$ cat config.mk
export PLATFORM = sky130hd
export DESIGN_NAME = utf8_to_ucs2_checked_decoder_unit
export DESIGN_NICKNAME = d
export VERILOG_FILES = /design/src/hdl/utf8dec_pkg.sv /design/src/hdl/utf8dec_front.sv /design/src/hdl/utf8dec_queue.sv /design/src/hdl/utf8dec_back.sv /design/src/hdl/utf8_to_ucs2_checked_decoder_unit.sv
export VERILOG_INCLUDE_DIRS = /design/src /design/src/hdl
export SDC_FILE = /design/constraint.sdc
export NUM_CORES = 1
export LEC_CHECK = 0
export ABC_AREA = 1
export BUFFER_PORTS_ARGS = -buffer_cell sky130_fd_sc_hd__buf_4
export CORE_MARGIN = 1.5
export CORE_UTILIZATION = 45
export DETAILED_ROUTE_END_ITERATION = 6
export GPL_ROUTABILITY_DRIVEN = 1
export HOLD_SLACK_MARGIN = 0.05
export SETUP_SLACK_MARGIN = 0.1
export SYNTH_ARGS = -nofsm -noshare
export SYNTH_HDL_FRONTEND = slang
export SYNTH_HIERARCHICAL = 1
export SYNTH_SLANG_ARGS = --single-unit
$ cat constraint.sdc
create_clock -name clk -period 4.8 [get_ports clk]
set_clock_uncertainty 0.15 [all_clocks]
set_input_delay 0.24 -clock clk [delete_from_list [all_inputs] [get_ports clk]]
set_output_delay 0.24 -clock clk [all_outputs]
set_load 0.005 [all_outputs]
$ cat src/hdl/assert_macros.svh
// Assertion macros used by the top level of the decoder.
`ifndef ASSERT_MACROS_SVH
`define ASSERT_MACROS_SVH

// Same-cycle implication, checked outside reset.
`define ASSERT_SAME(label, clk, rst_n, cond, expr) \
  label: assert property (@(posedge clk) disable iff (!rst_n) (cond) |-> (expr)) \
    else $error("same-cycle check failed");

// Next-cycle implication, checked outside reset.
`define ASSERT_NEXT(label, clk, rst_n, cond, expr) \
  label: assert property (@(posedge clk) disable iff (!rst_n) (cond) |=> (expr)) \
    else $error("next-cycle check failed");

`endif

$ cat src/hdl/utf8dec_pkg.sv
// Types and constants shared by the UTF-8 to UCS-2 decoder modules.
`default_nettype none
package utf8dec_pkg;

  localparam logic [15:0] SUBST_CHAR = 16'd63;

  // One decoded input byte: a run of '?' results, then an optional value.
  typedef struct packed {
    logic [1:0]  sub_n;
    logic        val_en;
    logic [15:0] val;
  } job_t;

  // Queue status seen by the back part and the top level.
  typedef struct packed {
    logic full;
    logic not_empty;
  } q_stat_t;

endpackage
`default_nettype wire

$ cat src/hdl/utf8dec_front.sv
// Front part: classify each byte, track sequence state, build one job per byte.
`default_nettype none
module utf8dec_front (
  input  wire               clk,
  input  wire               rst_n,
  input  wire               in_fire,
  input  wire  [7:0]        in_byte,
  input  wire               in_last,
  output utf8dec_pkg::job_t job,
  output logic              job_push
);
  import utf8dec_pkg::*;

  logic [15:0] pv_r, pv_nxt;
  logic [1:0]  held_r, held_nxt;
  logic [1:0]  len_r, len_nxt;
  logic [2:0]  skip_r, skip_nxt;

  always_ff @(posedge clk) begin
    if (!rst_n) begin
      pv_r   <= '0;
      held_r <= '0;
      len_r  <= '0;
      skip_r <= '0;
    end else if (in_fire) begin
      pv_r   <= pv_nxt;
      held_r <= held_nxt;
      len_r  <= len_nxt;
      skip_r <= skip_nxt;
    end
  end

  always_comb begin
    logic        do_lead;
    logic        lead_sub;
    logic [2:0]  sub_cnt;
    logic [15:0] cont_v;

    pv_nxt   = pv_r;
    held_nxt = held_r;
    len_nxt  = len_r;
    skip_nxt = skip_r;
    do_lead  = 1'b0;
    lead_sub = 1'b0;
    sub_cnt  = '0;
    cont_v   = pv_r | {10'd0, in_byte[5:0]};
    job      = '0;

    if (skip_r != 3'd0) begin
      skip_nxt = skip_r - 3'd1;
    end else if (held_r == 2'd0) begin
      do_lead = 1'b1;
    end else if (in_byte[7:6] == 2'b10) begin
      if (len_r == 2'd3 && held_r == 2'd1) begin
        pv_nxt   = pv_r | {4'd0, in_byte[5:0], 6'd0};
        held_nxt = 2'd2;
      end else begin
        pv_nxt     = '0;
        held_nxt   = '0;
        len_nxt    = '0;
        job.val    = cont_v;
        job.val_en = (cont_v != 16'd0);
      end
    end else begin
      // Bad continuation: flush held bytes, then restart on this byte.
      sub_cnt  = {1'b0, held_r};
      pv_nxt   = '0;
      held_nxt = '0;
      len_nxt  = '0;
      do_lead  = 1'b1;
    end

    if (do_lead) begin
      if (in_byte[7] == 1'b0) begin
        job.val    = {8'd0, in_byte};
        job.val_en = (in_byte != 8'd0);
      end else if (in_byte[7:5] == 3'b110) begin
        pv_nxt   = {5'd0, in_byte[4:0], 6'd0};
        held_nxt = 2'd1;
        len_nxt  = 2'd2;
      end else if (in_byte[7:4] == 4'b1110) begin
        pv_nxt   = {in_byte[3:0], 12'd0};
        held_nxt = 2'd1;
        len_nxt  = 2'd3;
      end else if (in_byte[7:3] == 5'b11110) begin
        lead_sub = 1'b1;
        skip_nxt = 3'd3;
      end else if (in_byte[7:2] == 6'b111110) begin
        lead_sub = 1'b1;
        skip_nxt = 3'd4;
      end else if (in_byte[7:1] == 7'b1111110) begin
        lead_sub = 1'b1;
        skip_nxt = 3'd5;
      end else begin
        lead_sub = 1'b1;
      end
    end

    sub_cnt = sub_cnt + {2'd0, lead_sub};

    // End of stream: flush whatever is still held and drop any skip.
    if (in_last) begin
      sub_cnt  = sub_cnt + {1'b0, held_nxt};
      pv_nxt   = '0;
      held_nxt = '0;
      len_nxt  = '0;
      skip_nxt = '0;
    end

    job.sub_n = (sub_cnt > 3'd3) ? 2'd3 : sub_cnt[1:0];
    job_push  = in_fire && (job.sub_n != 2'd0 || job.val_en);
  end

endmodule
`default_nettype wire

$ cat src/hdl/utf8dec_queue.sv
// Job queue between the front and back parts.
`default_nettype none
module utf8dec_queue #(
  parameter int QUEUE_DEPTH = 4
) (
  input  wire                    clk,
  input  wire                    rst_n,
  input  wire                    push,
  input  utf8dec_pkg::job_t      push_job,
  input  wire                    pop,
  output utf8dec_pkg::job_t      head_job,
  output utf8dec_pkg::q_stat_t   stat
);
  import utf8dec_pkg::*;

  localparam int AW = (QUEUE_DEPTH > 1) ? $clog2(QUEUE_DEPTH) : 1;
  localparam int CW = $clog2(QUEUE_DEPTH + 1);

  job_t          slots_r [QUEUE_DEPTH];
  logic [AW-1:0] wr_ptr_r, wr_ptr_nxt;
  logic [AW-1:0] rd_ptr_r, rd_ptr_nxt;
  logic [CW-1:0] count_r, count_nxt;
  logic          do_push, do_pop;

  assign stat.full      = (count_r == CW'(QUEUE_DEPTH));
  assign stat.not_empty = (count_r != '0);
  assign do_push        = push && !stat.full;
  assign do_pop         = pop && stat.not_empty;
  assign head_job       = slots_r[rd_ptr_r];

  always_comb begin
    wr_ptr_nxt = wr_ptr_r;
    rd_ptr_nxt = rd_ptr_r;
    count_nxt  = count_r;
    if (do_push) begin
      wr_ptr_nxt = (wr_ptr_r == AW'(QUEUE_DEPTH - 1)) ? '0 : wr_ptr_r + AW'(1);
    end
    if (do_pop) begin
      rd_ptr_nxt = (rd_ptr_r == AW'(QUEUE_DEPTH - 1)) ? '0 : rd_ptr_r + AW'(1);
    end
    if (do_push && !do_pop) begin
      count_nxt = count_r + CW'(1);
    end else if (do_pop && !do_push) begin
      count_nxt = count_r - CW'(1);
    end
  end

  always_ff @(posedge clk) begin
    if (!rst_n) begin
      wr_ptr_r <= '0;
      rd_ptr_r <= '0;
      count_r  <= '0;
    end else begin
      wr_ptr_r <= wr_ptr_nxt;
      rd_ptr_r <= rd_ptr_nxt;
      count_r  <= count_nxt;
    end
  end

  always_ff @(posedge clk) begin
    if (do_push) begin
      slots_r[wr_ptr_r] <= push_job;
    end
  end

endmodule
`default_nettype wire

$ cat src/hdl/utf8dec_back.sv
// Back part: expand each job into results through a registered output stage.
`default_nettype none
module utf8dec_back (
  input  wire                    clk,
  input  wire                    rst_n,
  input  utf8dec_pkg::job_t      head_job,
  input  utf8dec_pkg::q_stat_t   stat,
  output logic                   pop,
  input  wire                    out_ready,
  output logic                   out_valid,
  output logic [15:0]            out_unit,
  output logic                   out_subst,
  output logic                   out_last
);
  import utf8dec_pkg::*;

  logic        valid_r, valid_nxt;
  logic [15:0] unit_r, unit_nxt;
  logic        subst_r, subst_nxt;
  logic        last_r, last_nxt;
  logic [1:0]  idx_r, idx_nxt;

  assign out_valid = valid_r;
  assign out_unit  = unit_r;
  assign out_subst = subst_r;
  assign out_last  = last_r;

  always_comb begin
    logic load;
    logic is_last;

    load      = !valid_r || out_ready;
    valid_nxt = valid_r;
    unit_nxt  = unit_r;
    subst_nxt = subst_r;
    last_nxt  = last_r;
    idx_nxt   = idx_r;
    pop       = 1'b0;
    is_last   = 1'b0;

    if (load) begin
      valid_nxt = stat.not_empty;
      if (stat.not_empty) begin
        if (idx_r < head_job.sub_n) begin
          unit_nxt  = SUBST_CHAR;
          subst_nxt = 1'b1;
          is_last   = (idx_r + 2'd1 == head_job.sub_n) && !head_job.val_en;
        end else begin
          unit_nxt  = head_job.val;
          subst_nxt = 1'b0;
          is_last   = 1'b1;
        end
        last_nxt = is_last;
        pop      = is_last;
        idx_nxt  = is_last ? 2'd0 : idx_r + 2'd1;
      end
    end
  end

  always_ff @(posedge clk) begin
    if (!rst_n) begin
      valid_r <= 1'b0;
      idx_r   <= '0;
    end else begin
      valid_r <= valid_nxt;
      idx_r   <= idx_nxt;
    end
  end

  always_ff @(posedge clk) begin
    unit_r  <= unit_nxt;
    subst_r <= subst_nxt;
    last_r  <= last_nxt;
  end

endmodule
`default_nettype wire

$ cat src/hdl/utf8_to_ucs2_checked_decoder_unit.sv
// Top level of the checked UTF-8 to UCS-2 decoder.
//
//   channel   dir   payload                                  transfer when
//   in_*      in    in_tdata[7:0] byte, in_tlast end mark     in_tvalid & in_tready
//   out_*     out   out_tdata code unit, out_tuser '?' flag,  out_tvalid & out_tready
//                   out_tlast last result of its byte
//
// One byte is taken per cycle while the job queue has room; the front part decodes
// it in that same cycle into a job of up to three results and pushes the job into
// the job queue if it holds any. The back part drains one result per cycle through
// its output register while out_tready is high; bytes with no result push no job.
// in_tready drops only while the job queue is full; out_tready stalls only the back.
// Reset (rst_n low, synchronous) clears the sequence state, the queue and out_tvalid.
`default_nettype none
module utf8_to_ucs2_checked_decoder_unit #(
  parameter int QUEUE_DEPTH = 4
) (
  input  wire         clk,
  input  wire         rst_n,
  input  wire         in_tvalid,
  output logic        in_tready,
  input  wire  [7:0]  in_tdata,   // [7:0] in_byte
  input  wire         in_tlast,   // stream_end
  output logic        out_tvalid,
  input  wire         out_tready,
  output logic [15:0] out_tdata,  // [15:0] code_unit
  output logic        out_tuser,  // [0] substituted
  output logic        out_tlast   // run_last
);
  import utf8dec_pkg::*;

  job_t    new_job;
  job_t    head_job;
  q_stat_t q_stat;
  logic    job_push;
  logic    job_pop;
  logic    in_fire;

  // Accept a byte whenever the queue has room for its job.
  assign in_tready = !q_stat.full;
  assign in_fire   = in_tvalid && in_tready;

  utf8dec_front u_front (
    .clk      (clk),
    .rst_n    (rst_n),
    .in_fire  (in_fire),
    .in_byte  (in_tdata),
    .in_last  (in_tlast),
    .job      (new_job),
    .job_push (job_push)
  );

  utf8dec_queue #(
    .QUEUE_DEPTH (QUEUE_DEPTH)
  ) u_queue (
    .clk      (clk),
    .rst_n    (rst_n),
    .push     (job_push),
    .push_job (new_job),
    .pop      (job_pop),
    .head_job (head_job),
    .stat     (q_stat)
  );

  utf8dec_back u_back (
    .clk       (clk),
    .rst_n     (rst_n),
    .head_job  (head_job),
    .stat      (q_stat),
    .pop       (job_pop),
    .out_ready (out_tready),
    .out_valid (out_tvalid),
    .out_unit  (out_tdata),
    .out_subst (out_tuser),
    .out_last  (out_tlast)
  );

`include "assert_macros.svh"

  // A flagged result always carries the replacement character.
  `ASSERT_SAME(a_subst_is_q, clk, rst_n, out_tvalid && out_tuser, out_tdata == SUBST_CHAR)
  // Decoded zeros are dropped, so a plain result is never zero.
  `ASSERT_SAME(a_no_zero, clk, rst_n, out_tvalid && !out_tuser, out_tdata != 16'd0)
  // A full queue means the back part has a result waiting.
  `ASSERT_NEXT(a_full_drains, clk, rst_n, !in_tready, out_tvalid)

endmodule
`default_nettype wire

==> metrics.cfg <==
[outcome]
status = completed

[place]
place.port_buffers = 32
place_inst = 806
place_area_sq_um = 6360
place_congestion = 0.861
place_hpwl_um = 8450

[cts]
cts_tree = done
root_buffer = clkbuf_16
clock_path_buffers = 2
cts.htree.levels = 4
cts.reportedPaths.clkPinSlew_ns = 0.06
cts.sinks = 129
cts_buffers = 17
clk_latency_ns = 0.41

[setup_path]
path_max_fanout = 9
worstPathArrival_ns = 4.38
cp.required_ns = 4.94
cpLargestDelayFamily = adder cells
cp_common_cell = inv_1
path_class = register to register
reg2reg_slack_ns = 0.57
startpoint_type = register
path_buf_inv = 7
max_stage_delay_ns = 0.41
endpoint_kind = register
crit_slowest_cell = fa_1

[synth]
yosysTopAreaCellShare = 0.471
yosysTopAreaCell = edfxtp_1
synth_nets = 640
ys_seq_elements = 129
yosys.cell_types.count = 41
synth-edff-count = 94
synth.avg_cell_area_sq_um = 9.79
yosys_warnings = 6
syn_inst = 612
yosysSeqAreaShare = 0.588
synth_top_flop_cell = edfxtp_1
synth_async_sr_flop_share = 0
synth_area_sq_um = 5990
netlist_top_cells_area = edfxtp_1 47%, dfxtp_1 12%, nand2_1 5.8%

[final_layout]
drive_above_1_share = 0.172
final_cell_mix = 94 x edfxtp_1, 92 x nand2_1, 92 x nor2_1
area_growth_pct = 16.7
final_area_sq_um = 6990
antenna_cells = 0
layout_commonest_cell = edfxtp_1
nNetsFinal = 688
final_cells = 845

[run]
drv_cap = 0

[timing]
finalSetupViolCount = 0
rsz0062_at_grt = false
hold_violations = 0
max_slew.worst_pin.slew_ns = 0.780
slew_viol_final = 0
clock.fmax_mhz = 236
layout_min_cycle_time_ns = 4.23
holdWs_ns = 0.0739
final.setup.tns_ns = 0
timing.final.crit_share = 0.882
relSlewSlack = 0.478

[floorplan]
die_w_um = 118
num_rows = 41
initial_utilization = 0.467
die_y_um = 118
coreArea_sq_um = 12800
die-area_sq_um = 14000
io_pins = 33

[grt]
overflow = 0
grt_max_degree = 25
grt_use_total = 0.185
grt_pass1_wl_um = 20200
grt_pass1_vias = 4152
grt_antenna_before_repair = 0

[route]
drc = 0
wl_per_cell_um = 14.4
vias_per_cell = 5.01
drt-total-wl_um = 12200
dr.pass1.iters = 5
drtIter0Drc = 292
routed-via-count = 4230
final_antenna_net_count = 0

[pwr]
p_leak_nw = 2.78
power_density_nw_per_um2 = 553
ir_drop_uv = 260

[hold_path]
min_path_type = primary input to register

==> tightest hold or removal path, stage by stage <==
cell	delay, ns
buf_4	0.14
nand3_1	0.14
a21oi_2	0.07
==> state kept, by name, indices dropped and copies added, names as in the netlist, named ones only <==
register,cells
u_queue/slots_r,76
u_front/skip_r,3
u_back/idx_r,2
u_back/out_unit,16
u_back/out_valid,1
u_front/pv_r,16
u_back/out_last,1
u_queue/wr_ptr_r,2
u_queue/count_r,3
u_front/len_r,2
u_back/out_subst,1
u_front/held_r,2
u_queue/rd_ptr_r,2
==> layout make-up <==
cell class                      count  area, sq um
Inverter                           84          319
Timing Repair Buffer               47          370
Clock inverter                     11          115
Multi-Input combinational cell    381         2010
Sequential cell                   129         3520
Fill cell                        1169         5840
Tap cell                          172          215
Clock buffer                       21          440
==> what timing repair did <==
item / in CTS / in global routing
endpoints found under the hold margin: 25 / 0
setup buffers: 0 / 0
hold buffers: 7 / 0
resized for setup: 0 / 0
==> final timing paths <==
| path | start | endpoint | cells past startpoint |
|---|---|---|---|
| min reg2reg | u_front/pv_r[5]$_SDFFE_PN0P_ | u_front/pv_r[5]$_SDFFE_PN0P_ | 2 |
| max | u_front/skip_r[0]$_SDFFE_PN0P_ | u_queue/count_r[1]$_SDFFE_PN0P_ | 25 |
| min | in_tdata[5] | u_front/pv_r[11]$_SDFFE_PN0P_ | 3 |
| max reg2reg | u_front/skip_r[0]$_SDFFE_PN0P_ | u_queue/count_r[1]$_SDFFE_PN0P_ | 25 |
==> power breakdown <==
| group | internal [mW] | switching, mW |
|---|---|---|
| combinational | 0.417 | 0.692 |
| clock | 0.758 | 0.447 |
| sequential | 1.46 | 0.0909 |
==> cells in the mapped netlist (6+ instances only) <==
cell type / count
inv_1: 76
edfxtp_1: 94
ha_1: 13
o22ai_1: 20
nand2_1: 92
inv_2: 6
dfxtp_1: 35
a21oi_1: 22
nor2_2: 7
o21ai_0: 56
nand2_2: 10
buf_6: 6
nand3_1: 22
or2_2: 7
nor2_1: 92
==> metal layers <==
metal	global-route usage	vias up	part of all wire
met1	0.238	1967	0.46
met2	0.299	105	0.47
met3	0.0405	19	0.046
met5	0	-	0
met4	0.0813	0	0.020
li1	-	2139	-
==> through the flow <==
step,worst slack (ns),util,total power [mW]
6_report,0.565,0.545,3.86
5_1_grt,0.244,0.545,4.10
4_1_cts,0.567,0.545,3.91
3_5_place_dp,0.584,0.496,2.68
3_3_place_gp,0.778,0.496,2.65
2_1_floorplan,0.858,-,2.37
==> logic make-up after synthesis <==
family                   count (synthesis)  synth area share
adder cells (fa/ha/maj)                 15            0.0338
flip-flops                             129             0.588
buffers and inverters                  102            0.0769
XOR/XNOR                                 4           0.00585
AO/OA/AOI/OAI                          110             0.104
AND/OR/NAND/NOR                        252             0.191
(Power assumes the default switching activity.)
